## config.mk

```make
export PLATFORM = sky130hd
export DESIGN_NAME = vemaroc_back
export DESIGN_NICKNAME = d
export VERILOG_FILES = /design/src/rtl/vemaroc_pkg.sv /design/src/rtl/vemaroc_div.sv /design/src/rtl/vemaroc_back.sv
export SDC_FILE = /design/constraint.sdc
export NUM_CORES = 1
export LEC_CHECK = 0
export BUFFER_PORTS_ARGS = -buffer_cell sky130_fd_sc_hd__buf_2
export CAP_MARGIN = 40
export CORE_MARGIN = 8
export CORE_UTILIZATION = 30
export DETAILED_ROUTE_END_ITERATION = 10
export PLACE_DENSITY = 0.52
export SLEW_MARGIN = 20
export SYNTH_ARGS = -nofsm -noshare
export SYNTH_HDL_FRONTEND = slang
export SYNTH_SLANG_ARGS = --single-unit
```

## constraint.sdc

```tcl
create_clock -name aclk -period 5.5 [get_ports aclk]
set_input_delay 0 -clock aclk [delete_from_list [all_inputs] [get_ports aclk]]
set_output_delay 0 -clock aclk [all_outputs]
set_load 0.01 [all_outputs]
```

## src/rtl/vemaroc_pkg.sv

```systemverilog
// Shared types and constants for the volatility EMA rate-of-change block.
`timescale 1ns / 1ps
package vemaroc_pkg;
    localparam int E_W            = 49;
    localparam int SEED_W         = 44;
    localparam int ALPHA_W        = 24;
    localparam int MAX_EMA_PERIOD = 1024;

    localparam logic [0:0] REG_EMA_PERIOD = 1'b0;
    localparam logic [0:0] REG_ROC_PERIOD = 1'b1;

    typedef struct packed {
        logic signed [E_W-1:0] ema;
        logic signed [E_W-1:0] lag;
        logic [31:0]           idx;
        logic                  last;
    } vemaroc_job_t;
endpackage

```

## src/rtl/vemaroc_div.sv

```systemverilog
// Restoring serial divider, one quotient bit per cycle.
`timescale 1ns / 1ps
module vemaroc_div #(
    parameter int NUM_W = 60,
    parameter int DEN_W = 11
) (
    input  logic             aclk,
    input  logic             aresetn,
    input  logic             start,
    input  logic [NUM_W-1:0] num,
    input  logic [DEN_W-1:0] den,
    output logic             done,
    output logic [NUM_W-1:0] quo,
    output logic [DEN_W-1:0] rem
);
    localparam int CW = $clog2(NUM_W);

    logic [NUM_W-1:0] sh_reg;
    logic [DEN_W-1:0] rem_reg, den_reg;
    logic [CW-1:0]    cnt_reg;
    logic             run_reg, done_reg;
    logic [DEN_W:0]   trial, sub;
    logic             ge;

    assign trial = {rem_reg, sh_reg[NUM_W-1]};
    assign ge    = trial >= {1'b0, den_reg};
    assign sub   = trial - {1'b0, den_reg};

    always_ff @(posedge aclk) begin
        if (!aresetn) begin
            run_reg  <= 1'b0;
            done_reg <= 1'b0;
        end else begin
            done_reg <= 1'b0;
            if (start) begin
                run_reg <= 1'b1;
            end else if (run_reg && cnt_reg == '0) begin
                run_reg  <= 1'b0;
                done_reg <= 1'b1;
            end
        end
    end

    always_ff @(posedge aclk) begin
        if (start) begin
            sh_reg  <= num;
            rem_reg <= '0;
            den_reg <= den;
            cnt_reg <= CW'(NUM_W - 1);
        end else if (run_reg) begin
            rem_reg <= ge ? sub[DEN_W-1:0] : trial[DEN_W-1:0];
            sh_reg  <= {sh_reg[NUM_W-2:0], ge};
            cnt_reg <= cnt_reg - 1'b1;
        end
    end

    assign done = done_reg;
    assign quo  = sh_reg;
    assign rem  = rem_reg;
endmodule

```

## src/rtl/vemaroc_back.sv

```systemverilog
// Back end: percent change 100*(E-L)/L with rounding and saturation.
`timescale 1ns / 1ps
module vemaroc_back import vemaroc_pkg::*; (
    input  logic         aclk,
    input  logic         aresetn,
    input  logic         job_valid,
    output logic         job_ready,
    input  vemaroc_job_t job,
    output logic         m_tvalid,
    input  logic         m_tready,
    output logic [63:0]  m_tdata,   // volatility_pct[31:0], bar_index[63:32]
    output logic         m_tlast
);
    localparam logic [1:0] ST_IDLE = 2'd0;
    localparam logic [1:0] ST_PREP = 2'd1;
    localparam logic [1:0] ST_DIV  = 2'd2;
    localparam logic [1:0] ST_DONE = 2'd3;

    logic [1:0]  state_reg;
    logic        start_reg, neg_reg, zero_reg, last_reg;
    logic [49:0] a_reg;
    logic [48:0] b_reg;
    logic [31:0] idx_reg;
    logic        out_valid_reg, out_last_reg;
    logic [63:0] out_data_reg;

    logic signed [49:0] d;
    logic [73:0]        num, quo;
    logic [48:0]        rem;
    logic               div_done;
    logic [74:0]        q_rnd;
    logic [31:0]        pct;
    logic               load_out;

    assign d   = 50'(job.ema) - 50'(job.lag);
    assign num = (74'(a_reg) << 22) + (74'(a_reg) << 21) + (74'(a_reg) << 18);

    vemaroc_div #(.NUM_W(74), .DEN_W(49)) u_div (
        .aclk    (aclk),
        .aresetn (aresetn),
        .start   (start_reg),
        .num     (num),
        .den     (b_reg),
        .done    (div_done),
        .quo     (quo),
        .rem     (rem)
    );

    assign q_rnd = 75'(quo) + 75'({rem, 1'b0} >= {1'b0, b_reg});

    always_comb begin
        if (zero_reg) pct = '0;
        else if (neg_reg) pct = (q_rnd >= 75'(32'h8000_0000)) ? 32'h8000_0000 : 32'(-q_rnd);
        else pct = (q_rnd > 75'h7FFF_FFFF) ? 32'h7FFF_FFFF : q_rnd[31:0];
    end

    assign job_ready = state_reg == ST_IDLE;
    assign load_out  = (state_reg == ST_DONE) && (!out_valid_reg || m_tready);

    always_ff @(posedge aclk) begin
        if (!aresetn) begin
            state_reg     <= ST_IDLE;
            start_reg     <= 1'b0;
            out_valid_reg <= 1'b0;
        end else begin
            start_reg <= 1'b0;
            if (m_tready) out_valid_reg <= 1'b0;
            unique case (state_reg)
                ST_IDLE: begin
                    if (job_valid) begin
                        a_reg     <= d[49] ? 50'(-d) : 50'(d);
                        b_reg     <= job.lag[E_W-1] ? 49'(-job.lag) : 49'(job.lag);
                        neg_reg   <= d[49] ^ job.lag[E_W-1];
                        zero_reg  <= job.lag == '0;
                        idx_reg   <= job.idx;
                        last_reg  <= job.last;
                        state_reg <= (job.lag == '0) ? ST_DONE : ST_PREP;
                    end
                end
                ST_PREP: begin
                    start_reg <= 1'b1;
                    state_reg <= ST_DIV;
                end
                ST_DIV: begin
                    if (div_done) state_reg <= ST_DONE;
                end
                ST_DONE: begin
                    if (load_out) begin
                        out_valid_reg <= 1'b1;
                        state_reg     <= ST_IDLE;
                    end
                end
                default: state_reg <= ST_IDLE;
            endcase
        end
    end

    always_ff @(posedge aclk) begin
        if (load_out) begin
            out_data_reg <= {idx_reg, pct};
            out_last_reg <= last_reg;
        end
    end

    assign m_tvalid = out_valid_reg;
    assign m_tdata  = out_data_reg;
    assign m_tlast  = out_last_reg;
endmodule

```

==> results.py, run 1 <==
metrics = {
    "clocking": {
        "cts_tree": "done",
        "clk_pin_slew_ns": 0.06,
        "clock-sinks": 384,
        "cts-buffers-inserted": 48,
        "cts-root-buf": "clkbuf_16",
        "worstSkewPairLatency_ns": 0.61,
        "cts.htree.levels": 2,
        "cts_buffer_depth": 3,
    },
    "outcome": {
        "run_status": "complete, but fails checks",
        "violations": "hold timing, setup timing",
    },
    "global_route": {
        "grt_pass1_wl_mm": 146,
        "antenna_found_initial": 0,
        "grt_start_max_net_pins": 102,
        "first_global_vias": 25000,
        "overflow": 0,
        "grt_use_total": 0.161,
    },
    "detailed_routing": {
        "num_vias": 25700,
        "drc": 0,
        "routed_wl_mm": 93.1,
        "postRouteAntennaNets": 0,
        "wl_per_cell_um": 18.8,
        "drt-initial-drc-count": 1621,
        "drt-pass1-iter-count": 7,
        "vias_per_cell": 5.21,
    },
    "cells_and_area": {
        "drive_gt1_frac": 0.173,
        "largest_register_ffs": 74,
        "area_delta_synth_final_pct": 23.1,
        "layout_commonest_cell": "edfxtp_1",
        "nets": 3997,
        "stdcell_area_um2": 36900,
        "layout.cells.most_common_list": "edfxtp_1, nand2_1, nor2_1, ha_1",
        "final_core_util": 0.370,
        "fillers": 10200,
        "diodes": 0,
    },
    "synthesis": {
        "ys_seq_area_frac": 0.364,
        "synth_seq_cells": 384,
        "synth_nets": 3586,
        "synth-async-reset-ratio": 0,
        "synth_warnings": 0,
        "avgSynthCellArea_um2": 9.39,
        "netlist_area_um2": 29900,
        "synth_ff_type": "edfxtp_1",
        "synth-edff-count": 322,
        "synth_cell_types": 92,
        "synthCells": 3190,
    },
    "worst_setup_path": {
        "cp.required_ns": 5.84,
        "cp_max_fo": 6,
        "cp_slowest_cell": "or4_4",
        "critPathMaxStageDelay_ns": 0.56,
        "critPathLaunchType": "flip-flop",
        "crit_arrival_ns": 6.05,
        "critical_path_class": "flip-flop to flip-flop",
        "cp-end-kind": "flip-flop",
    },
    "pwr": {
        "p_per_area_nw_per_um2": 452,
        "vdd.ir_drop.worst_mv": 0.227,
        "p_leak_nw": 14.7,
        "design_power_total_mw": 16.7,
    },
    "timing": {
        "tightest_slew_ns": 0.761,
        "fin_hold_ws_ns": -0.0000833,
        "grt_setup_unrepaired": "true",
        "setup_slack_ns": -0.212,
        "fmax_mhz": 175,
        "final_hold_viol_count": 1,
        "min_period_ns": 5.71,
        "fin_tns_setup_ns": -4.66,
        "finClkSkew_ns": 0.0231,
        "period_share": 1.04,
        "relSlewSlack": 0.479,
        "setup-violations-final": 31,
        "slew_viol_final": 0,
    },
    "die": {
        "io_pins": 202,
        "initial_core_util": 0.301,
        "num_rows": 116,
        "dieHeight_um": 332,
        "die_w_um": 332,
        "core_um2": 99600,
        "die_area_um2": 110000,
    },
    "worst_hold_path": {
        "holdCritPathClass": "input pin to flip-flop",
    },
    "place": {
        "place_ws_ns": -1.19,
        "portBuffers": 201,
        "dp_hpwl_mm": 72.8,
        "place.gp.congestion": 0.894,
        "placed_cell_area_um2": 33400,
    },
    "job": {
        "cap_violations": 0,
    },
}
## worst max-delay path, delay by kind of cell (launching register included)
family	cells	cell delay (ns)
adders and majority gates	2	0.46
and+or+nand+nor	11	2.41
buffers and inverters	4	0.47
DFF	1	0.35
AOI/OAI and AO/OA	10	1.77
## Yosys cell counts (62+ instances only)
cell	count	area, um^2
clkbuf_1	104	390
ha_1	212	2650
xor2_1	93	815
nor2_1	211	792
nand4_1	80	500
a21o_1	109	818
xnor2_1	183	1600
nand3_1	94	470
a21oi_1	206	1030
nand2_1	284	1070
o21ai_0	134	671
edfxtp_1	322	9670
dfxtp_1	62	1240
inv_1	209	785
## final cells by class
cell class | count | area (um^2) | area share
multi-input combinational | 2473 | 18200 | 0.494
sequential | 384 | 10900 | 0.296
timing repair buffer | 485 | 3580 | 0.0971
tap | 1298 | 1620 | 0.0441
clock buffer | 55 | 1270 | 0.0344
inverter | 209 | 787 | 0.0214
clock inverter | 35 | 465 | 0.0126
## per-layer routing
metal / GRT usage / part of all wire / vias up
met5: 0 / 0 / -
met4: 0.0408 / 0.024 / 0
met3: 0.0209 / 0.048 / 103
met2: 0.253 / 0.44 / 649
met1: 0.233 / 0.49 / 12300
li1: - / - / 12700
## cells by family (layout without fill, tap and decap cells)
group,count (synthesis),in the layout,share of synthesized area
and+or+nand+nor,1048,1048,0.182
AOI/OAI and AO/OA,820,822,0.184
DFF,384,384,0.364
buffers and inverters,335,784,0.0431
xor gates and xnor gates,276,276,0.0807
adders and majority gates,261,261,0.121
muxes,66,66,0.0242
## worst paths after layout
path                            startpoint          end  slack, ns  cells past startpoint
worst max-delay path              b_reg[4]  m_tdata[29]      -0.21                     27
worst min-delay path              m_tready   m_tdata[1]   -0.00008                      4
worst max register to register    b_reg[4]  m_tdata[29]      -0.21                     27
worst min register to register  idx_reg[5]  m_tdata[37]       0.41                      0
## stage by stage
step / std cells / hold WS (ns)
after floorplan: 3190 / 0.0989
after global placement: 4720 / 0.177
after detailed placement: 4723 / 0.178
after CTS: 4932 / 0.0248
after global routing: 4939 / 0.0164
final: 4939 / -0.0000833
## power by group
group	switching, mW	total (mW)	internal, mW
clock network	1.40	3.51	2.10
logic	4.84	8.47	3.63
registers	0.666	4.68	4.01
total	6.91	16.7	9.74
## what timing repair did
item / CTS / global route
endpoints found under the hold margin: 91 / 0
resized for setup: 52 / 39
buffers inserted: 12 / 5
cloned: 3 / 0
pin swaps: 33 / 33
hold buffers: 105 / 0
setup endpoints to repair: 32 / 32
Note: power is estimated with default switching activity, not from simulation.
==> run 2, diff against run 1 <==
- CORE_MARGIN: 8 -> 2
- SKIP_LAST_GASP: default -> 1
==> run 2 against run 1 <==
The flow finishes with violations (setup timing). Die area is 7.1% lower. Clock power is 12% lower. Largest power group unchanged. Non-clock buffer count is 12 higher. Combinational power hardly changed.
==> results.py, run 2 (synthesis gave the netlist of run 1 again) <==
metrics = {
    "global_route": {
        "antenna_found_initial": 1,
        "grt_start_max_net_pins": 135,
        "overflow": 0,
        "grt_use_total": 0.176,
        "first_global_vias": 24500,
        "grt_pass1_wl_mm": 144,
    },
    "outcome": {
        "violations": "setup timing",
        "run_status": "complete, but fails checks",
    },
    "clocking": {
        "cts-buffers-inserted": 47,
        "cts.htree.levels": 2,
        "cts_tree": "done",
        "cts-root-buf": "clkbuf_16",
        "clock-sinks": 384,
        "clk_pin_slew_ns": 0.06,
        "cts_buffer_depth": 3,
        "worstSkewPairLatency_ns": 0.62,
    },
    "place": {
        "place_ws_ns": -1.10,
        "placed_cell_area_um2": 33400,
        "dp.cells": 4714,
        "dp_hpwl_mm": 71.7,
        "portBuffers": 201,
        "place.gp.congestion": 0.902,
    },
    "worst_setup_path": {
        "critPathLaunchType": "flip-flop",
        "reg2regPathDepth": 27,
        "path_buf_inv": 6,
        "cp_num_cells": 27,
        "cp.required_ns": 5.93,
        "critPathMaxStageDelay_ns": 0.56,
        "crit_top_cell": "ha_4",
        "critical_path_class": "flip-flop to flip-flop",
        "cp-end-kind": "flip-flop",
        "cp_max_fo": 5,
        "crit_arrival_ns": 6.07,
        "cp_top_family": "compound AO/OA/AOI/OAI gates",
        "cp_slowest_cell": "or4_4",
    },
    "timing": {
        "setup-violations-final": 29,
        "fmax_mhz": 177,
        "finClkSkew_ns": 0.0445,
        "fin_tns_setup_ns": -2.46,
        "period_share": 1.03,
        "setup_slack_ns": -0.139,
        "min_period_ns": 5.64,
        "grt_setup_unrepaired": "true",
        "slew_viol_final": 0,
        "final_hold_viol_count": 0,
        "relSlewSlack": 0.402,
        "tightest_slew_ns": 0.897,
    },
    "detailed_routing": {
        "postRouteAntennaNets": 0,
        "num_vias": 25700,
        "wl_per_cell_um": 18.9,
        "drt-pass1-iter-count": 6,
        "routed_wl_mm": 93.4,
        "vias_per_cell": 5.21,
        "drc": 0,
        "drt-initial-drc-count": 2059,
    },
    "pwr": {
        "vdd.ir_drop.worst_mv": 0.256,
        "p_per_area_nw_per_um2": 442,
        "p_leak_nw": 14.7,
    },
    "die": {
        "die_w_um": 320,
        "dieHeight_um": 320,
        "initial_core_util": 0.303,
        "die_area_um2": 102000,
        "num_rows": 115,
        "io_pins": 202,
        "core_um2": 98700,
    },
    "cells_and_area": {
        "final_core_util": 0.373,
        "layout_commonest_cell": "edfxtp_1",
        "stdcell_area_um2": 36800,
        "nets": 4009,
        "largest_register_ffs": 74,
        "layout.cells.most_common_list": "edfxtp_1, nand2_1, nor2_1, ha_1, inv_1",
        "area_delta_synth_final_pct": 22.9,
        "fin_cells": 4935,
        "drive_gt1_frac": 0.171,
    },
    "job": {
        "cap_violations": 0,
    },
    "worst_hold_path": {
        "holdCritPathClass": "input pin to flip-flop",
        "min_path_cells": 4,
    },
}
-- run 2: worst paths after layout --
| path | from | to | slack [ns] |
|---|---|---|---|
| setup / recovery | b_reg[3] | m_tdata[27] | -0.14 |
| hold / removal | job[82] | a_reg[0] | 0.05 |
| setup reg to reg | b_reg[3] | m_tdata[27] | -0.14 |
| hold reg to reg | idx_reg[16] | m_tdata[48] | 0.42 |
-- run 2: metal layers --
metal / vias up / global-route usage / share of wire
met4: 2 / 0.0448 / 0.024
li1: 12700 / - / -
met5: - / 0 / 0.00014
met3: 113 / 0.0199 / 0.048
met2: 646 / 0.276 / 0.44
met1: 12300 / 0.258 / 0.49
-- run 2: worst reg2reg max path: stages, from the launching register on --
cell and delay [ns]:
edfxtp_1 0.39, inv_2 0.08, ha_4 0.19, a21o_1 0.15
a21o_1 0.15, a211oi_2 0.20, o21ai_1 0.11, a221oi_2 0.39
o21ai_2 0.12, a311oi_4 0.30, o31ai_2 0.10, a41oi_2 0.23
a31oi_4 0.19, ha_4 0.22, ha_4 0.18, inv_4 0.08
nor2_4 0.06, buf_6 0.12, nand3b_1 0.10, buf_6 0.12
nand3b_1 0.13, nor2_1 0.05, o32a_1 0.28, or4_4 0.56
or3_4 0.46, buf_12 0.16, buf_16 0.12, o32ai_1 0.24
-- run 2: metrics by stage --
step | power (mW) | hold slack [ns]
after detailed placement | 12.8 | 0.178
after global placement | 12.8 | 0.177
after global routing | 17.5 | 0.0477
after floorplan | 10.3 | 0.0989
final | 16.3 | 0.0520
after CTS | 16.2 | 0.00819
-- run 2: area by class of cell --
class	count	area, um^2
Timing Repair Buffer	497	3730
Antenna cell	1	2.50
Clock buffer	58	1250
Inverter	209	787
Fill cell	10000	61900
Tap cell	1287	1610
Clock inverter	25	245
Multi-Input combinational cell	2474	18200
Sequential cell	384	10900
-- run 2: repair_timing --
action,in CTS,in global routing
hold buffers,107,0
cloned,4,3
pin swaps,45,30
endpoints found under the setup margin,32,32
gates resized for setup,53,45
endpoints found under the hold margin,91,0
buffers inserted,13,8
-- run 2: power breakdown --
group,switching [mW],internal [mW]
registers,0.677,4.01
clock network,1.33,1.76
logic,4.85,3.64
total,6.86,9.41
