**config.mk**
```make
export PLATFORM = sky130hd
export DESIGN_NAME = vemaroc_front
export DESIGN_NICKNAME = d
export VERILOG_FILES = /design/src/rtl/vemaroc_pkg.sv /design/src/rtl/vemaroc_div.sv /design/src/rtl/vemaroc_front.sv
export SDC_FILE = /design/constraint.sdc
export NUM_CORES = 2
export LEC_CHECK = 0
export ABC_CLOCK_PERIOD_IN_PS = 14560
export BUFFER_PORTS_ARGS = -buffer_cell sky130_fd_sc_hd__clkbuf_2
export CORE_ASPECT_RATIO = 1.1
export CORE_MARGIN = 2
export CORE_UTILIZATION = 50
export DETAILED_ROUTE_END_ITERATION = 16
export PLACE_DENSITY = 0.76
export SLEW_MARGIN = 20
export SYNTH_ARGS = -nofsm -noshare
export SYNTH_HDL_FRONTEND = slang
export SYNTH_SLANG_ARGS = --single-unit
```
**constraint.sdc**
```tcl
create_clock -name aclk -period 14.56 [get_ports aclk]
set_input_delay 1.456 -clock aclk [delete_from_list [all_inputs] [get_ports aclk]]
set_output_delay 1.456 -clock aclk [all_outputs]
set_load 0.005 [all_outputs]
```
**src/rtl/vemaroc_pkg.sv**
```systemverilog
// Shared types and constants for the volatility EMA rate-of-change block.
`timescale 1ns / 1ps
package vemaroc_pkg;
    localparam int E_W            = 49;
    localparam int SEED_W         = 44;
    localparam int ALPHA_W        = 24;
    localparam int MAX_EMA_PERIOD = 1024;

    localparam logic [0:0] REG_EMA_PERIOD = 1'b0;
    localparam logic [0:0] REG_ROC_PERIOD = 1'b1;

    typedef struct packed {
        logic signed [E_W-1:0] ema;
        logic signed [E_W-1:0] lag;
        logic [31:0]           idx;
        logic                  last;
    } vemaroc_job_t;
endpackage

```
**src/rtl/vemaroc_div.sv**
```systemverilog
// Restoring serial divider, one quotient bit per cycle.
`timescale 1ns / 1ps
module vemaroc_div #(
    parameter int NUM_W = 60,
    parameter int DEN_W = 11
) (
    input  logic             aclk,
    input  logic             aresetn,
    input  logic             start,
    input  logic [NUM_W-1:0] num,
    input  logic [DEN_W-1:0] den,
    output logic             done,
    output logic [NUM_W-1:0] quo,
    output logic [DEN_W-1:0] rem
);
    localparam int CW = $clog2(NUM_W);

    logic [NUM_W-1:0] sh_reg;
    logic [DEN_W-1:0] rem_reg, den_reg;
    logic [CW-1:0]    cnt_reg;
    logic             run_reg, done_reg;
    logic [DEN_W:0]   trial, sub;
    logic             ge;

    assign trial = {rem_reg, sh_reg[NUM_W-1]};
    assign ge    = trial >= {1'b0, den_reg};
    assign sub   = trial - {1'b0, den_reg};

    always_ff @(posedge aclk) begin
        if (!aresetn) begin
            run_reg  <= 1'b0;
            done_reg <= 1'b0;
        end else begin
            done_reg <= 1'b0;
            if (start) begin
                run_reg <= 1'b1;
            end else if (run_reg && cnt_reg == '0) begin
                run_reg  <= 1'b0;
                done_reg <= 1'b1;
            end
        end
    end

    always_ff @(posedge aclk) begin
        if (start) begin
            sh_reg  <= num;
            rem_reg <= '0;
            den_reg <= den;
            cnt_reg <= CW'(NUM_W - 1);
        end else if (run_reg) begin
            rem_reg <= ge ? sub[DEN_W-1:0] : trial[DEN_W-1:0];
            sh_reg  <= {sh_reg[NUM_W-2:0], ge};
            cnt_reg <= cnt_reg - 1'b1;
        end
    end

    assign done = done_reg;
    assign quo  = sh_reg;
    assign rem  = rem_reg;
endmodule

```
**src/rtl/vemaroc_front.sv**
```systemverilog
// Front end: takes bars, runs the seed average, EMA update and lag ring.
`timescale 1ns / 1ps
module vemaroc_front import vemaroc_pkg::*; #(
    parameter int MAX_LAG = 32
) (
    input  logic         aclk,
    input  logic         aresetn,
    input  logic         s_tvalid,
    output logic         s_tready,
    input  logic [63:0]  s_tdata,
    input  logic         s_tuser,
    input  logic         s_tlast,
    input  logic [10:0]  ema_period,
    input  logic [5:0]   roc_period,
    input  logic         ema_wr,
    output logic         job_valid,
    input  logic         job_ready,
    output vemaroc_job_t job
);
    localparam int PW = (MAX_LAG > 1) ? $clog2(MAX_LAG) : 1;

    localparam logic [2:0] ST_ALPHA = 3'd0;
    localparam logic [2:0] ST_IDLE  = 3'd1;
    localparam logic [2:0] ST_EVAL  = 3'd2;
    localparam logic [2:0] ST_SEED  = 3'd3;
    localparam logic [2:0] ST_MULH  = 3'd4;
    localparam logic [2:0] ST_MULL  = 3'd5;
    localparam logic [2:0] ST_PUSH  = 3'd6;

    localparam logic signed [E_W-1:0] E_MAX = {1'b0, {(E_W-1){1'b1}}};
    localparam logic signed [E_W-1:0] E_MIN = {1'b1, {(E_W-1){1'b0}}};

    logic [2:0]               state_reg;
    logic                     start_reg;
    logic [ALPHA_W-1:0]       alpha_reg;
    logic signed [E_W-1:0]    ema_reg;
    logic signed [SEED_W-1:0] seed_reg;
    logic [31:0]              bars_reg;
    logic [PW-1:0]            ptr_reg;
    logic signed [32:0]       spread_reg;
    logic                     last_reg, emit_reg, neg_reg;
    logic [49:0]              mag_reg;
    logic [49:0]              acc_reg;
    logic signed [E_W-1:0]    lag_reg;
    logic signed [E_W-1:0]    ring_mem [MAX_LAG];

    logic [10:0]              p_eff, d_eff;
    logic [5:0]               r_eff;
    logic [31:0]              p_m1, emit_at;
    logic signed [SEED_W-1:0] seed_new;
    logic [SEED_W-1:0]        seed_abs;
    logic [59:0]              div_num, div_quo;
    logic [10:0]              div_den, div_rem;
    logic                     div_done;
    logic signed [49:0]       diff;
    logic [49:0]              diff_mag, mul_out;
    logic [25:0]              mul_a;
    logic [49:0]              step;
    logic signed [52:0]       e_sum;
    logic signed [E_W-1:0]    e_upd, e_seed;
    logic [PW-1:0]            ptr_next;
    logic                     push_go;

    always_comb begin
        if (ema_period < 11'd2) p_eff = 11'd2;
        else if (int'(ema_period) > MAX_EMA_PERIOD) p_eff = 11'(MAX_EMA_PERIOD);
        else p_eff = ema_period;
        if (roc_period == 6'd0) r_eff = 6'd1;
        else if (int'(roc_period) > MAX_LAG) r_eff = 6'(MAX_LAG);
        else r_eff = roc_period;
    end

    assign d_eff   = p_eff + 11'd1;
    assign p_m1    = {21'b0, p_eff} - 32'd1;
    assign emit_at = p_m1 + {26'b0, r_eff};

    assign seed_new = seed_reg + SEED_W'(spread_reg);
    assign seed_abs = seed_reg[SEED_W-1] ? SEED_W'(-seed_reg) : SEED_W'(seed_reg);
    assign div_num  = (state_reg == ST_ALPHA)
                    ? (60'd1 << 25) + {50'b0, d_eff[10:1]}
                    : {seed_abs, 16'b0} + {50'b0, p_eff[10:1]};
    assign div_den  = (state_reg == ST_ALPHA) ? d_eff : p_eff;

    vemaroc_div #(.NUM_W(60), .DEN_W(11)) u_div (
        .aclk    (aclk),
        .aresetn (aresetn),
        .start   (start_reg),
        .num     (div_num),
        .den     (div_den),
        .done    (div_done),
        .quo     (div_quo),
        .rem     (div_rem)
    );

    always_comb begin
        if (!seed_reg[SEED_W-1])
            e_seed = (div_quo > 60'(E_MAX)) ? E_MAX : E_W'(div_quo);
        else
            e_seed = (div_quo > (60'd1 << (E_W-1))) ? E_MIN : E_W'(-div_quo);
    end

    assign diff     = (50'(spread_reg) <<< 16) - 50'(ema_reg);
    assign diff_mag = diff[49] ? 50'(-diff) : 50'(diff);

    assign mul_a   = (state_reg == ST_MULH) ? mag_reg[49:24] : {2'b0, mag_reg[23:0]};
    assign mul_out = 50'(mul_a * alpha_reg);
    assign step    = acc_reg + 50'((mul_out + 50'(1 << 23)) >> 24);
    assign e_sum   = neg_reg ? 53'(ema_reg) - 53'(step) : 53'(ema_reg) + 53'(step);

    always_comb begin
        if (e_sum > 53'(E_MAX)) e_upd = E_MAX;
        else if (e_sum < 53'(E_MIN)) e_upd = E_MIN;
        else e_upd = E_W'(e_sum);
    end

    assign ptr_next = ((32'(ptr_reg) + 32'd1) >= 32'(r_eff)) ? '0 : ptr_reg + 1'b1;
    assign push_go  = (state_reg == ST_PUSH) && (!emit_reg || job_ready);

    assign s_tready  = (state_reg == ST_IDLE) && !ema_wr;
    assign job_valid = (state_reg == ST_PUSH) && emit_reg;
    assign job.ema   = ema_reg;
    assign job.lag   = lag_reg;
    assign job.idx   = bars_reg;
    assign job.last  = last_reg;

    always_ff @(posedge aclk) begin
        if (!aresetn) begin
            state_reg <= ST_ALPHA;
            start_reg <= 1'b1;
            ema_reg   <= '0;
            seed_reg  <= '0;
            bars_reg  <= '0;
            ptr_reg   <= '0;
            emit_reg  <= 1'b0;
        end else begin
            start_reg <= 1'b0;
            if (ema_wr) begin
                state_reg <= ST_ALPHA;
                start_reg <= 1'b1;
            end else begin
                unique case (state_reg)
                    ST_ALPHA: begin
                        if (div_done && !start_reg) begin
                            alpha_reg <= div_quo[ALPHA_W-1:0];
                            state_reg <= ST_IDLE;
                        end
                    end
                    ST_IDLE: begin
                        if (s_tvalid) begin
                            spread_reg <= $signed({1'b0, s_tdata[31:0]})
                                        - $signed({1'b0, s_tdata[63:32]});
                            last_reg   <= s_tlast;
                            if (s_tuser) begin
                                ema_reg  <= '0;
                                seed_reg <= '0;
                                bars_reg <= '0;
                                ptr_reg  <= '0;
                            end
                            state_reg <= ST_EVAL;
                        end
                    end
                    ST_EVAL: begin
                        lag_reg <= ring_mem[ptr_reg];
                        if (bars_reg < p_m1) begin
                            seed_reg  <= seed_new;
                            bars_reg  <= bars_reg + 32'd1;
                            state_reg <= ST_IDLE;
                        end else if (bars_reg == p_m1) begin
                            seed_reg  <= seed_new;
                            start_reg <= 1'b1;
                            emit_reg  <= 1'b0;
                            state_reg <= ST_SEED;
                        end else begin
                            mag_reg   <= diff_mag;
                            neg_reg   <= diff[49];
                            emit_reg  <= bars_reg >= emit_at;
                            state_reg <= ST_MULH;
                        end
                    end
                    ST_SEED: begin
                        if (div_done && !start_reg) begin
                            ema_reg   <= e_seed;
                            state_reg <= ST_PUSH;
                        end
                    end
                    ST_MULH: begin
                        acc_reg   <= mul_out;
                        state_reg <= ST_MULL;
                    end
                    ST_MULL: begin
                        ema_reg   <= e_upd;
                        state_reg <= ST_PUSH;
                    end
                    ST_PUSH: begin
                        if (push_go) begin
                            ptr_reg   <= ptr_next;
                            if (bars_reg != 32'hFFFF_FFFF) bars_reg <= bars_reg + 32'd1;
                            state_reg <= ST_IDLE;
                        end
                    end
                    default: state_reg <= ST_IDLE;
                endcase
            end
        end
    end

    always_ff @(posedge aclk) begin
        if (push_go) ring_mem[ptr_reg] <= ema_reg;
    end
endmodule

```
==> impl_metrics.env <==
export IMPL_setup_worst_path_start_class="register"
export IMPL_antenna_found_initial=22
export IMPL_holdCritStartpoint="u_div.rem[1]$_SDFFE_PP0P_"
export IMPL_reg2reg_slack_ns=0.04
export IMPL_dieHeight_um=506.8
export IMPL_utilization_pct=57.99
export IMPL_largest_reg_flops=1568
export IMPL_worstMarginPinSlew_ns=1.215
export IMPL_overflow=0
export IMPL_viasPerCell=6.442
export IMPL_relSlewSlack_pct=19.02
export IMPL_whs_path_depth=2
export IMPL_path_clk_slew_ns=0.06
export IMPL_ir_drop_mv=0.1341
export IMPL_gp_congestion=1.006
export IMPL_grt_pass1_vias=83030
export IMPL_dieWidth_um=461.1
export IMPL_timing_hold_ws_ns=0.4935
export IMPL_crit_top_cell="buf_4"
export IMPL_cp_data_arrival_time_ns=15.30
export IMPL_hold_end="u_div.rem[1]$_SDFFE_PP0P_"
export IMPL_clock_sinks=2001
export IMPL_cts_tree="done"
export IMPL_synthDistinctLibCells=102
export IMPL_vias=83200
export IMPL_cp_max_fo=11
export IMPL_max_cap_viol_count=0
export IMPL_place_inst=12440
export IMPL_slew_violations=0
export IMPL_layout_commonest_cell="edfxtp_1"
export IMPL_reg2reg_depth=64
export IMPL_max_stage_delay_ns=0.60
export IMPL_yosysWarnings=0
export IMPL_final_cell_area_mm2=0.1326
export IMPL_ctsHoldBuffers=0
export IMPL_initial_core_util_pct=50.26
export IMPL_placed_cell_area_mm2=0.1233
export IMPL_dieArea_mm2=0.2337
export IMPL_portBuffers=220
export IMPL_nets=10760
export IMPL_wl_per_cell_um=30.15
export IMPL_finalNonFillerCells=12920
export IMPL_fin_crit_sh_pct=99.71
export IMPL_hpwl_mm=242.5
export IMPL_worstPathRequired_ns=15.34
export IMPL_grt_max_degree=141
export IMPL_skew_ns=0.08832
export IMPL_leakage_nw=52.97
export IMPL_netlist_area_mm2=0.1149
export IMPL_synthCells=8962
export IMPL_async_flop_share_pct=0
export IMPL_ant_nets=0
export IMPL_grt_pass1_wl_mm=559.7
export IMPL_largest_register="ring_mem"
export IMPL_core_area_mm2=0.2286
export IMPL_hp_class="register to register"
export IMPL_cts_buffers=196
export IMPL_ioPinCount=221
export IMPL_drtIter0Drc=11330
export IMPL_reg2reg_to="ema_reg[32]$_SDFFE_PN0P_"
export IMPL_power_mw=11.74
export IMPL_rr_startpoint="state_reg[1]$_SDFFE_PN0P_"
export IMPL_drtPass1Iterations=6
export IMPL_finalHoldViolations=0
export IMPL_fmax_ghz=0.06888
export IMPL_multiInputGateArea_mm2=0.05351
export IMPL_clkLatencyLatePin_ns=0.90
export IMPL_critPathSlowestCell="fa_1"
export IMPL_synth_edf_count=1847
export IMPL_ys_flop_type="edfxtp_1"
export IMPL_min_period_ns=14.52
export IMPL_path_class="register to register"
export IMPL_area_delta_synth_final_pct=15.37
export IMPL_grtUsageTotal_pct=32.80
export IMPL_num_fill_cells=17400
export IMPL_drc=0
export IMPL_clockRootBuffer="clkbuf_16"
export IMPL_regArea_mm2=0.05857
export IMPL_yosysSeqAreaShare_pct=50.95
export IMPL_synth_seq_cells=2001
export IMPL_clock_path_buffers=3
export IMPL_layout_drive_gt1_share_pct=20.10
export IMPL_cts_max_level=4
export IMPL_layout_common_cells="edfxtp_1, inv_1, nand2_1"
export IMPL_cp_end_kind="register"
export IMPL_status="completed"
export IMPL_powerDensity_mw_per_mm2=88.52
export IMPL_avgSynthCellArea_um2=12.82
export IMPL_finalSetupViolations=0
export IMPL_rows=184
export IMPL_drt_total_wl_mm=389.4
==> cell type report <==
| type | instances | share of cell area [%] |
|---|---|---|
| Sequential cell | 2001 | 44.18 |
| Multi-Input combinational cell | 5724 | 40.36 |
| Timing Repair Buffer | 921 | 5.288 |
| Clock buffer | 244 | 3.866 |
| Tap cell | 3069 | 2.896 |
| Inverter | 835 | 2.364 |
| Clock inverter | 117 | 1.036 |
| Antenna cell | 5 | 0.009438 |
==> synthesized netlist by cell type, types with 132 or more instances <==
master | number | area [µm²]
edfxtp_1 | 1847 | 55460
inv_1 | 831 | 3119
nand2_1 | 644 | 2417
fa_1 | 532 | 10650
ha_1 | 461 | 5768
mux4_2 | 392 | 8828
a21oi_1 | 380 | 1902
nor2_1 | 362 | 1359
clkbuf_1 | 358 | 1344
and2_1 | 337 | 2108
o21ai_0 | 290 | 1451
xnor2_1 | 245 | 2146
a22oi_1 | 193 | 1449
xor2_1 | 173 | 1515
dfxtp_1 | 154 | 3083
nand3_1 | 151 | 755.7
a21o_1 | 145 | 1089
nand4_1 | 132 | 825.8
==> stage by stage <==
step | TNS (ns) | worst slack, ns
2_1_floorplan | 0 | 0.001388
3_3_place_gp | -17.15 | -0.3752
3_5_place_dp | -26.16 | -0.5649
4_1_cts | 0 | 0.001165
5_1_grt | -11.53 | -0.5645
6_report | 0 | 0.04173
==> critical path, delay by kind of cell (launching register included) <==
kind                       cells  cell delay, ns
xor gates and xnor gates       3            0.49
DFF                            1            0.33
AOI/OAI and AO/OA             13            2.82
buffers and inverters         21            2.58
muxes                          1            0.20
and+or+nand+nor               16            3.42
adders and majority gates     10            4.55
==> worst max-delay path by stage <==
stage                     cells past startpoint                       from                        to  slack (ns)
after global routing                         62  state_reg[1]$_SDFFE_PN0P_  ema_reg[32]$_SDFFE_PN0P_       -0.56
after detailed placement                     60  state_reg[0]$_SDFFE_PN0P_  ema_reg[45]$_SDFFE_PN0P_       -0.56
after floorplan                              56  state_reg[2]$_SDFFE_PN0P_  ema_reg[43]$_SDFFE_PN0P_       0.001
final                                        64  state_reg[1]$_SDFFE_PN0P_  ema_reg[32]$_SDFFE_PN0P_        0.04
after CTS                                    61  state_reg[0]$_SDFFE_PN0P_   ema_reg[1]$_SDFFE_PN0P_       0.001
after global placement                       60  state_reg[0]$_SDFFE_PN0P_  ema_reg[39]$_SDFFE_PN0P_       -0.38
==> routing by layer <==
| layer | GRT usage [%] | share of wire [%] | up-vias | wire length, µm |
|---|---|---|---|---|
| met5 | 0 | 0.019 | - | 73 |
| met4 | 20.24 | 8.1 | 10 | 31350 |
| met3 | 6.773 | 11 | 1513 | 42030 |
| met2 | 53.91 | 47 | 5844 | 183600 |
| met1 | 39.69 | 34 | 41400 | 132400 |
| li1 | - | - | 34430 | - |
==> kinds of logic after synthesis <==
kind of cell	after synthesis	synth area share, %
DFF	2001	50.95
buffers and inverters	1281	4.250
AOI/OAI and AO/OA	1629	9.387
and+or+nand+nor	2184	9.670
muxes	455	8.267
xor gates and xnor gates	418	3.186
other	1	0.003263
adders and majority gates	993	14.29
==> power by group <==
group	total, mW	switching [mW]	internal (mW)
clock	5.26	2.39	2.86
sequential	6.23	0.0274	6.21
combinational	0.243	0.151	0.0924
total	11.7	2.57	9.16
==> repair_timing <==
| action | 4_1_cts | 5_1_grt |
|---|---|---|
| hold endpoints to repair | 0 | 0 |
| resized for setup | 23 | 357 |
| setup endpoints to repair | 48 | 49 |
| cloned | 0 | 15 |
| buffers inserted | 15 | 75 |
| pin swaps | 6 | 165 |
Power figures use the tool's default switching activity.
