==> src/rtl/vemaroc_pkg.sv <==
// Shared types and constants for the volatility EMA rate-of-change block.
`timescale 1ns / 1ps
package vemaroc_pkg;
    localparam int E_W            = 49;
    localparam int SEED_W         = 44;
    localparam int ALPHA_W        = 24;
    localparam int MAX_EMA_PERIOD = 1024;

    localparam logic [0:0] REG_EMA_PERIOD = 1'b0;
    localparam logic [0:0] REG_ROC_PERIOD = 1'b1;

    typedef struct packed {
        logic signed [E_W-1:0] ema;
        logic signed [E_W-1:0] lag;
        logic [31:0]           idx;
        logic                  last;
    } vemaroc_job_t;
endpackage

==> src/rtl/vemaroc_fifo.sv <==
// Two-entry queue between the EMA front end and the ratio back end.
`timescale 1ns / 1ps
module vemaroc_fifo import vemaroc_pkg::*; (
    input  logic         aclk,
    input  logic         aresetn,
    input  logic         wr_valid,
    output logic         wr_ready,
    input  vemaroc_job_t wr_data,
    output logic         rd_valid,
    input  logic         rd_ready,
    output vemaroc_job_t rd_data
);
    vemaroc_job_t mem [2];
    logic         wp_reg, rp_reg;
    logic [1:0]   cnt_reg;
    logic         wr_go, rd_go;

    assign wr_ready = cnt_reg != 2'd2;
    assign rd_valid = cnt_reg != 2'd0;
    assign wr_go    = wr_valid && wr_ready;
    assign rd_go    = rd_valid && rd_ready;
    assign rd_data  = mem[rp_reg];

    always_ff @(posedge aclk) begin
        if (!aresetn) begin
            wp_reg  <= 1'b0;
            rp_reg  <= 1'b0;
            cnt_reg <= 2'd0;
        end else begin
            if (wr_go) wp_reg <= ~wp_reg;
            if (rd_go) rp_reg <= ~rp_reg;
            cnt_reg <= cnt_reg + {1'b0, wr_go} - {1'b0, rd_go};
        end
    end

    always_ff @(posedge aclk) begin
        if (wr_go) mem[wp_reg] <= wr_data;
    end
endmodule

==> config.mk <==
export PLATFORM = sky130hd
export DESIGN_NAME = vemaroc_fifo
export DESIGN_NICKNAME = d
export VERILOG_FILES = /design/src/rtl/vemaroc_pkg.sv /design/src/rtl/vemaroc_fifo.sv
export SDC_FILE = /design/constraint.sdc
export NUM_CORES = 1
export LEC_CHECK = 0
export ABC_CLOCK_PERIOD_IN_PS = 11700
export BUFFER_PORTS_ARGS = -buffer_cell sky130_fd_sc_hd__buf_4
export CAP_MARGIN = 5
export CELL_PAD_IN_SITES_DETAIL_PLACEMENT = 1
export CELL_PAD_IN_SITES_GLOBAL_PLACEMENT = 1
export CORE_MARGIN = 1.5
export CORE_UTILIZATION = 40
export DETAILED_ROUTE_END_ITERATION = 12
export GPL_ROUTABILITY_DRIVEN = 0
export PLACE_DENSITY_LB_ADDON = 0.3
export SYNTH_ARGS = -nofsm -noshare
export SYNTH_HDL_FRONTEND = slang
export SYNTH_SLANG_ARGS = --single-unit
==> constraint.sdc <==
create_clock -name aclk -period 11.7 [get_ports aclk]
set_input_delay 1.755 -clock aclk [delete_from_list [all_inputs] [get_ports aclk]]
set_output_delay 1.755 -clock aclk [all_outputs]
set_load 0.005 [all_outputs]
==> summary.txt, run 1 <==
Final layout
  – Fillers: 2284
  – Share of layout cells above drive strength 1: 60.08%
  – # diodes: 0
  – Nets: 857
  – Syn-to-layout area delta: 31.15%
  – Number of flip-flops in the largest register: 262
  – Design Area, Final: 0.01320 mm^2

STA
  – Setup Skew: 0.01437 ns
  – RSZ-0062 raised after global routing: no
  – Minimum clock period: 4.466 ns
  – Finish-stage setup viols: 0
  – Hold Vio Cnt, Final: 0
  – Sum Neg Setup Slack: 0 ns
  – Slew Viols, Final: 0
  – Slew @ Worst Pin: 1.104 ns
  – Worst hold slack: 0.5400 ns
  – Achievable clock frequency: 223.9 MHz
  – Fin crit share: 38.17%
  – Relative slew slack: 26.41%

Detailed routing
  – Vias: 5002
  – WL final: 21.34 mm
  – Pre-antenna DRT Iters: 4
  – Drt wl/cell: 20.07 um
  – Routed vias/inst: 4.706
  – Remaining DRCs: 0
  – DRT antenna net count: 0
  – Drt first-iter violations: 190

CTS
  – Clock latency at the later pin of the worst-skew pair: 0.54 ns
  – CTS Sinks: 267
  – Clk buf depth: 3
  – Clock root buffer: clkbuf_16
  – CTS Hold Buffers Added: 0
  – H-tree levels: 1
  – TritonCTS clock tree: yes
  – # Post-CTS Setup Buffers: 0
  – Clock transition at path regs: 0.06 ns
  – Number of buffers created by CTS: 29
  – Number of gates resized after cts: 0

Logic synthesis
  – Yosys top cell by area: edfxtp_1
  – Distinct cells, synth: 19
  – Ranking of synthesized cells by area: edfxtp_1, mux2_4, mux2_2
  – Top_reg_cell synth: edfxtp_1
  – Asr flop ratio synth: 0%
  – Cells after synthesis: 432
  – Syn nets: 569
  – Yosys reg bits: 267
  – Commonest cells post-synth: edfxtp_1, mux2_4, mux2_2
  – Avg Synthesized Cell Area: 23.29 um^2
  – Synthesis Warnings: 0
  – Most frequent cell after synthesis: edfxtp_1
  – Synth top area share: 78.19%
  – Cell Area, Synth: 0.01006 mm^2
  – Post-synth EDFFs: 262
  – Seq/Total Area, Yosys: 79.18%

GRT
  – Initial antenna violation count: 0
  – Largest net degree at the start of global routing: 79
  – Vias in the first global route: 5597
  – Global Route Usage Sum: 15.89%
  – First-pass GRT wire length: 31.80 mm
  – Aggregate global routing overflow: 0

Floorplan
  – Initial core utilization: 41.01%
  – Num ports: 268
  – Full die area: 0.02612 mm^2
  – Die X: 161.6 um
  – # rows: 57
  – Die H: 161.6 um
  – Core Box Area: 0.02453 mm^2

Pwr
  – Total Power: 2.742 mW
  – P per Cell Area: 207.8 mW/mm^2
  – Total leakage power: 5.064 nW
  – Max VDD drop: 0.1505 mV

Placed design
  – Detailed placement HPWL: 14.08 mm
  – Placement Cell Area: 0.01238 mm^2
  – IO Port Bufs: 267

Setup path
  – CP Capture Type: primary output
  – Arr. time, crit path: 2.71 ns
  – Crit path kind: flop to primary output
  – Setup crit start kind: flop
  – WP data required: 9.95 ns
  – Crit-path max FO: 61

Outcome
  – Status: finished, final reports clean

Job
  – Max Cap Violations: 0

Worst hold path
  – Hold Crit Class: flop to flop
## placed cells by master, fill, tap and decap left out
cell,count
and2_1,2
and3_4,1
buf_4,272
clkbuf_1,4
clkbuf_16,29
clkinv_1,9
clkinv_2,7
dfxtp_1,4
dfxtp_4,1
edfxtp_1,262
ha_1,2
inv_1,1
inv_6,1
mux2_2,41
mux2_4,90
mux2i_1,1
nand2_1,2
nand2b_1,2
nor2_4,1
nor2b_1,2
o21a_1,1
or2_2,1
xnor2_1,3
## final cells by class
class	count	area [um^2]	area share [%]
Clock inverter	17	77.57	0.5878
Inverter	1	3.754	0.02844
Multi-Input combinational cell	149	1956	14.82
Timing Repair Buffer	272	2042	15.47
Tap cell	324	405.4	3.072
Sequential cell	267	7971	60.41
Clock buffer	33	740.7	5.613
## critical path, cell delays in order, from the launching register on
cell and delay, ns:
dfxtp_4 0.71, buf_4 0.80, mux2_2 0.43, buf_4 0.14
## power by group
group          switching, mW  internal, mW  leakage (nW)
registers             0.0519          1.21          2.49
logic                  0.286         0.406          2.17
clock network          0.346         0.448         0.408
## worst paths after layout
check             start           to  slack, ns  depth (start not counted)
max                flop  rd_data[29]       7.23                          3
min              rp_reg       rp_reg       0.54                          2
max reg2reg  cnt_reg[0]  mem[1][118]       9.00                          3
min reg2reg      rp_reg       rp_reg       0.54                          2
## metal layers
| layer | share of wire [%] | track usage, % |
|---|---|---|
| met5 | 0 | 0 |
| met4 | 2.1 | 4.082 |
| met3 | 8.9 | 5.239 |
| met2 | 49 | 27.35 |
| met1 | 40 | 19.20 |
## logic make-up after synthesis
group           count (synthesis)  synth area share, %
xor+xnor                        3               0.2612
simple gates                   11               0.6093
mux                           132                18.12
buf+inv                        16                1.505
flops                         267                79.18
fa+ha+maj                       2               0.2487
compound gates                  1              0.07464
## through the flow
stage	setup slack (ns)	utilization [%]	cells
final	7.234	53.79	1063
after global routing	7.075	53.79	1063
after CTS	7.181	53.79	1063
after detailed placement	7.676	50.45	1013
after global placement	7.747	50.45	1013
after floorplan	3.786	-	432
Power figures use the tool's default switching activity.
==> inputs of run 2 (changes only) <==
--- a/config.mk
+++ b/config.mk
@@ -5,7 +5,7 @@
 export SDC_FILE = /design/constraint.sdc
 export NUM_CORES = 1
 export LEC_CHECK = 0
-export ABC_CLOCK_PERIOD_IN_PS = 11700
+export ABC_CLOCK_PERIOD_IN_PS = 4200
 export BUFFER_PORTS_ARGS = -buffer_cell sky130_fd_sc_hd__buf_4
 export CAP_MARGIN = 5
 export CELL_PAD_IN_SITES_DETAIL_PLACEMENT = 1
==> constraint.sdc (replaced) <==
create_clock -name aclk -period 4.2 [get_ports aclk]
set_input_delay 0.63 -clock aclk [delete_from_list [all_inputs] [get_ports aclk]]
set_output_delay 0.63 -clock aclk [all_outputs]
set_load 0.005 [all_outputs]
==> summary.txt, run 2 (synthesized netlist as in run 1, its figures left out) <==
Outcome
  – Status: finished, final reports clean (unchanged)

Final layout
  – Number of flip-flops in the largest register: 262 (unchanged)
  – Fin cells: 1064 (was 1063)
  – Nets: 858 (was 857)
  – Share of layout cells above drive strength 1: 59.73% (was 60.08%)
  – Syn-to-layout area delta: 31.81% (was 31.15%)
  – Leading cell type in the layout, fill and taps excluded: buf_4 (unchanged)
  – # diodes: 0 (unchanged)
  – Most frequent cells in the layout: buf_4, edfxtp_1, mux2_4, mux2_2, clkbuf_16 (unchanged)

Placed design
  – Dpl ws: 1.929 ns (was 7.676 ns)
  – IO Port Bufs: 267 (unchanged)
  – Detailed placement HPWL: 13.68 mm (was 14.08 mm)
  – Placed cells: 1014 (was 1013)

Worst hold path
  – Hold Crit Class: input pin to flop (was flop to flop)

Pwr
  – Combinational fraction of design power: 26.0% (was 25.2%)
  – Clock power share: 29.3% (was 28.9%)
  – P per Cell Area: 580.6 mW/mm^2 (was 207.8 mW/mm^2)
  – Max VDD drop: 0.3279 mV (was 0.1505 mV)
  – Total Power: 7.701 mW (was 2.742 mW)
  – Internal power: 5.818 mW (was 2.058 mW)
  – Total leakage power: 5.081 nW (was 5.064 nW)
  – Switching power: 1.882 mW (was 0.6837 mW)
  – Sequential share of power: 44.7% (was 45.8%)
  – Switch share: 24.44% (was 24.94%)

Setup path
  – Critical-path cell list: buf_12 > mux2_2 > buf_4 (was buf_4 > mux2_2 > buf_4)
  – CP Capture Type: primary output (unchanged)
  – CP max stage delay: 0.62 ns (was 0.80 ns)
  – Reg2Reg Setup Slack: 2.18 ns (was 9.00 ns)
  – Crit path kind: flop to primary output (unchanged)
  – Worst r2r src: cnt_reg[0] (unchanged)
  – CP delay by family, top: buffers and inverters (unchanged)
  – WP data required: 3.57 ns (was 9.95 ns)
  – Arr. time, crit path: 2.24 ns (was 2.71 ns)
  – Slowest cell on crit path: buf_12 (was buf_4)
  – Buf/Inv on CP: 2 (unchanged)
  – Stages on worst setup path: 3 (unchanged)
  – Worst Setup EP: rd_data[130] (was rd_data[29])
  – Worst r2r path cells: 3 (unchanged)
  – Critical R2R Capture: mem[1][75] (was mem[1][118])
  – Crit-path max FO: 131 (was 61)
  – Setup crit start kind: flop (unchanged)

STA
  – Fin crit share: 68.22%
  – Minimum clock period: 2.865 ns
  – Slew Viols, Final: 0 (unchanged)
  – Worst hold slack: 0.2878 ns (was 0.5400 ns)
  – Setup Skew: 0.01498 ns (was 0.01437 ns)
  – Finish-stage setup viols: 0 (unchanged)
  – Hold Vio Cnt, Final: 0 (unchanged)
  – Slew @ Worst Pin: 0.9770 ns (was 1.104 ns)
  – Relative slew slack: 34.87% (was 26.41%)
  – Achievable clock frequency: 349.0 MHz
  – Sum Neg Setup Slack: 0 ns (unchanged)
  – RSZ-0062 raised after global routing: no (unchanged)
  – Final worst setup slack: 1.335 ns (was 7.234 ns)

GRT
  – Vias in the first global route: 5625 (was 5597)
  – Met2 Usage GRT: 26.12% (was 27.35%)
  – GR peak layer: met2 (unchanged)
  – Aggregate global routing overflow: 0 (unchanged)
  – Initial antenna violation count: 0 (unchanged)
  – Grt met1 use: 19.41% (was 19.20%)
  – Global Route Usage Sum: 15.41% (was 15.89%)
  – M3 GR Usage: 4.083% (was 5.239%)
  – First-pass GRT wire length: 31.28 mm (was 31.80 mm)
  – Largest net degree at the start of global routing: 132 (was 79)

CTS
  – TritonCTS clock tree: yes (unchanged)
  – CTS Hold Buffers Added: 0 (unchanged)
  – Clk buf depth: 3 (unchanged)
  – # Post-CTS Setup Buffers: 0 (unchanged)
  – Clock transition at path regs: 0.06 ns (about the same)
  – Clock latency at the later pin of the worst-skew pair: 0.52 ns (was 0.54 ns)
  – Clock root buffer: clkbuf_16 (unchanged)
  – H-tree levels: 1 (unchanged)
  – Number of buffers created by CTS: 29 (unchanged)
  – Number of gates resized after cts: 0 (unchanged)
  – CTS Sinks: 267 (unchanged)

Floorplan
  – Core Box Area: 0.02453 mm^2 (unchanged)
  – Die X: 161.6 um (unchanged)
  – Full die area: 0.02612 mm^2 (unchanged)
  – Initial core utilization: 41.01% (unchanged)
  – Num ports: 268 (unchanged)
  – # rows: 57 (unchanged)
  – Die H: 161.6 um (unchanged)

Detailed routing
  – DRT antenna net count: 0 (unchanged)
  – Vias: 5048 (was 5002)
  – WL final: 20.72 mm (was 21.34 mm)
  – Routed vias/inst: 4.744 (was 4.706)
  – Pre-antenna DRT Iters: 4 (unchanged)
  – Drt wl/cell: 19.47 um (was 20.07 um)
  – Remaining DRCs: 0 (unchanged)
  – Drt first-iter violations: 259 (was 190)

Job
  – Max Cap Violations: 0 (unchanged)
-- run 2: cell count changes in the layout (fill, tap and decap cells not counted) --
cell,delta
inv_6,-1
clkinv_1,+1
buf_12,+3
buf_4,-2
clkinv_2,-4
clkbuf_1,+2
clkinv_4,+1
bufinv_16,+1
-- run 2: layout make-up --
class / instances / area (um^2)
multi-input cells: 149 / 1956
inverters: 1 / 3.754
clock buffers: 35 / 748.2
clock inverters: 15 / 91.34
flip-flops and latches: 267 / 7971
well taps: 324 / 405.4
repair buffers: 273 / 2087
fillers: 2248 / 11270
-- run 2: worst min-delay path by stage --
stage	startpoint	end	slack, ns	cells past startpoint
final	wr_data[35]	mem[1][35]	0.29	1
after floorplan	wp_reg	wp_reg	0.49	2
after CTS	wr_data[129]	mem[1][129]	0.26	1
after detailed placement	wp_reg	wp_reg	0.53	2
after global placement	wp_reg	wp_reg	0.51	2
after global routing	wr_data[107]	mem[1][107]	0.27	1
-- run 2: power groups by stage --
stage | clock network (mW) | registers (mW) | logic (mW)
after floorplan | 0 | 3.48 | 1.13
after global placement | 0 | 3.48 | 1.97
after detailed placement | 0 | 3.50 | 2.04
after CTS | 2.33 | 3.45 | 2.05
after global routing | 2.41 | 3.48 | 2.14
final | 2.25 | 3.44 | 2.00
-- run 2: layer usage --
layer / up-vias / wire length [um]
li1: 2284 / -
met1: 2526 / 8473
met2: 201 / 10170
met3: 37 / 1607
met4: 0 / 470
met5: - / 0
-- run 2: stage by stage --
stage	area, um^2	util [%]
2_1_floorplan	10070	-
3_3_place_gp	12420	50.64
3_5_place_dp	12420	50.64
4_1_cts	13260	54.06
5_1_grt	13260	54.06
6_report	13260	54.06
==> inputs of run 3 (changes only) <==
--- a/config.mk
+++ b/config.mk
@@ -5,7 +5,7 @@
 export SDC_FILE = /design/constraint.sdc
 export NUM_CORES = 1
 export LEC_CHECK = 0
-export ABC_CLOCK_PERIOD_IN_PS = 4200
+export ABC_CLOCK_PERIOD_IN_PS = 2800
 export BUFFER_PORTS_ARGS = -buffer_cell sky130_fd_sc_hd__buf_4
 export CAP_MARGIN = 5
 export CELL_PAD_IN_SITES_DETAIL_PLACEMENT = 1
==> constraint.sdc (replaced) <==
create_clock -name aclk -period 2.8 [get_ports aclk]
set_input_delay 0.42 -clock aclk [delete_from_list [all_inputs] [get_ports aclk]]
set_output_delay 0.42 -clock aclk [all_outputs]
set_load 0.005 [all_outputs]
==> summary.txt, run 3 (synthesized netlist as in run 1, its figures left out) <==
STA
  – Hold Vio Cnt, Final: 0 (unchanged)
  – Slew @ Worst Pin: 0.6924 ns (was 0.9770 ns)
  – Setup Skew: 0.007194 ns (was 0.01498 ns)
  – Minimum clock period: 2.407 ns
  – RSZ-0062 raised after global routing: no (unchanged)
  – Fin crit share: 85.95%
  – Achievable clock frequency: 415.5 MHz
  – Relative slew slack: 53.84% (was 34.87%)
  – Sum Neg Setup Slack: 0 ns (unchanged)
  – Finish-stage setup viols: 0 (unchanged)
  – Slew Viols, Final: 0 (unchanged)

Final layout
  – Fin cells: 1067 (was 1064)
  – Nets: 858 (unchanged)
  – Number of flip-flops in the largest register: 262 (unchanged)
  – Leading cell type in the layout, fill and taps excluded: buf_4 (unchanged)
  – Final Util: 54.58% (was 54.06%)
  – Share of layout cells above drive strength 1: 61.10% (was 59.73%)
  – Most frequent cells in the layout: buf_4, edfxtp_1, mux2_4, mux2_2, clkbuf_16 (unchanged)
  – # diodes: 0 (unchanged)
  – Syn-to-layout area delta: 33.09% (was 31.81%)

CTS
  – Number of gates resized after cts: 0 (unchanged)
  – Clock root buffer: clkbuf_16 (unchanged)
  – Clk buf depth: 3 (unchanged)
  – Clock latency at the later pin of the worst-skew pair: 0.53 ns (was 0.52 ns)
  – H-tree levels: 1 (unchanged)
  – CTS Sinks: 267 (unchanged)
  – Number of buffers created by CTS: 28 (was 29)
  – # Post-CTS Setup Buffers: 0 (unchanged)
  – TritonCTS clock tree: yes (unchanged)
  – Clock transition at path regs: 0.06 ns (about the same)
  – CTS Hold Buffers Added: 0 (unchanged)

Detailed routing
  – Drt first-iter violations: 176 (was 259)
  – Remaining DRCs: 0 (unchanged)
  – Vias: 5057 (was 5048)
  – WL final: 21.20 mm (was 20.72 mm)
  – Drt wl/cell: 19.87 um (was 19.47 um)
  – Routed vias/inst: 4.739 (was 4.744)
  – Pre-antenna DRT Iters: 4 (unchanged)
  – DRT antenna net count: 0 (unchanged)

Setup path
  – Worst Setup EP: rd_data[114] (was rd_data[130])
  – Critical-path cell list: buf_12 > mux2_4 > buf_4 (was buf_12 > mux2_2 > buf_4)
  – WP data required: 2.38 ns (was 3.57 ns)
  – CP delay by family, top: buffers and inverters (unchanged)
  – Slowest cell on crit path: dfxtp_4 (was buf_12)
  – Crit-path max FO: 56 (was 131)
  – Worst r2r src: cnt_reg[0] (unchanged)
  – CP Capture Type: primary output (unchanged)
  – Setup crit start kind: flop (unchanged)
  – Buf/Inv on CP: 2 (unchanged)
  – Arr. time, crit path: 1.99 ns (was 2.24 ns)
  – Worst r2r path cells: 3 (unchanged)
  – Stages on worst setup path: 3 (unchanged)
  – Critical R2R Capture: mem[1][105] (was mem[1][75])
  – CP max stage delay: 0.50 ns (was 0.62 ns)
  – Reg2Reg Setup Slack: 1.03 ns (was 2.18 ns)
  – Crit path kind: flop to primary output (unchanged)

GRT
  – Initial antenna violation count: 0 (unchanged)
  – Grt met1 use: 20.35% (was 19.41%)
  – Global Route Usage Sum: 15.98% (was 15.41%)
  – First-pass GRT wire length: 32.00 mm (was 31.28 mm)
  – Met2 Usage GRT: 26.38% (was 26.12%)
  – M3 GR Usage: 5.239% (was 4.083%)
  – GR peak layer: met2 (unchanged)
  – Aggregate global routing overflow: 0 (unchanged)
  – Largest net degree at the start of global routing: 84 (was 132)
  – Vias in the first global route: 5527 (was 5625)

Worst hold path
  – Hold Crit Class: input pin to flop (unchanged)

Pwr
  – Clock power share: 30.7% (was 29.3%)
  – Max VDD drop: 0.5659 mV (was 0.3279 mV)
  – Sequential share of power: 44.0% (was 44.7%)
  – Total leakage power: 5.143 nW (was 5.081 nW)
  – Switch share: 24.18% (was 24.44%)
  – Total Power: 11.83 mW (was 7.701 mW)
  – Switching power: 2.860 mW (was 1.882 mW)
  – Internal power: 8.967 mW (was 5.818 mW)
  – Combinational fraction of design power: 25.3% (was 26.0%)
  – P per Cell Area: 883.1 mW/mm^2 (was 580.6 mW/mm^2)

Floorplan
  – Die H: 161.6 um (unchanged)
  – # rows: 57 (unchanged)
  – Core Box Area: 0.02453 mm^2 (unchanged)
  – Num ports: 268 (unchanged)
  – Initial core utilization: 41.01% (unchanged)
  – Die X: 161.6 um (unchanged)
  – Full die area: 0.02612 mm^2 (unchanged)

Job
  – Max Cap Violations: 0 (unchanged)

Outcome
  – Status: finished, final reports clean (unchanged)

Placed design
  – Placed cells: 1015 (was 1014)
  – Detailed placement HPWL: 14.27 mm (was 13.68 mm)
  – IO Port Bufs: 267 (unchanged)
-- run 3: cell count changes in the layout (fill, tap and decap cells not counted), moves of 2 or more --
cell | before | now
bufinv_16 | 1 | 3
clkinv_2 | 3 | 7
clkinv_1 | 10 | 3
buf_12 | 3 | 5
-- run 3: cell type report --
cell class / instances / area [um^2]
inverters: 1 / 3.754
repair buffers: 274 / 2120
multi-input cells: 149 / 1971
well taps: 324 / 405.4
flip-flops and latches: 267 / 7973
clock buffers: 37 / 765.7
clock inverters: 15 / 153.9
fillers: 2249 / 11140
-- run 3: worst min path at each step --
stage | from | end | slack (ns) | cells past startpoint
finish | wr_data[99] | mem[0][99] | 0.08 | 1
detailed placement | rp_reg | rp_reg | 0.53 | 2
CTS | wr_data[123] | mem[0][123] | 0.04 | 1
global placement | wp_reg | wp_reg | 0.51 | 2
global route | wr_data[123] | mem[0][123] | 0.04 | 1
floorplan | wp_reg | wp_reg | 0.49 | 2
-- run 3: metal layers --
layer  up-vias  routed length, um  part of all wire, %
li1       2294                  -                    -
met2       214              10160                   48
met5         -                  0                    0
met1      2521               8609                   41
met3        28               2016                  9.5
met4         0                416                  2.0
-- run 3: metrics by stage --
stage / hold WS, ns / area [um^2] / setup WS [ns]
2_1_floorplan: 0.4868 / 10090 / -0.08720
3_3_place_gp: 0.5129 / 12470 / 0.9526
3_5_place_dp: 0.5320 / 12470 / 0.9367
4_1_cts: 0.04446 / 13390 / 0.3715
5_1_grt: 0.04370 / 13390 / 0.3208
6_report: 0.07618 / 13390 / 0.3934
-- run 3: worst reg2reg max path: stages, from the launching register on --
cell	delay, ns
dfxtp_2	0.35
nand2b_4	0.16
and3_4	0.52
buf_12	0.38
-- run 3: power groups by stage --
stage	Clock (mW)	Combinational [mW]	Sequential, mW
2_1_floorplan	0	1.71	5.23
3_3_place_gp	0	2.96	5.25
3_5_place_dp	0	3.04	5.29
4_1_cts	3.75	3.05	5.21
5_1_grt	3.90	3.19	5.25
6_report	3.64	2.99	5.20
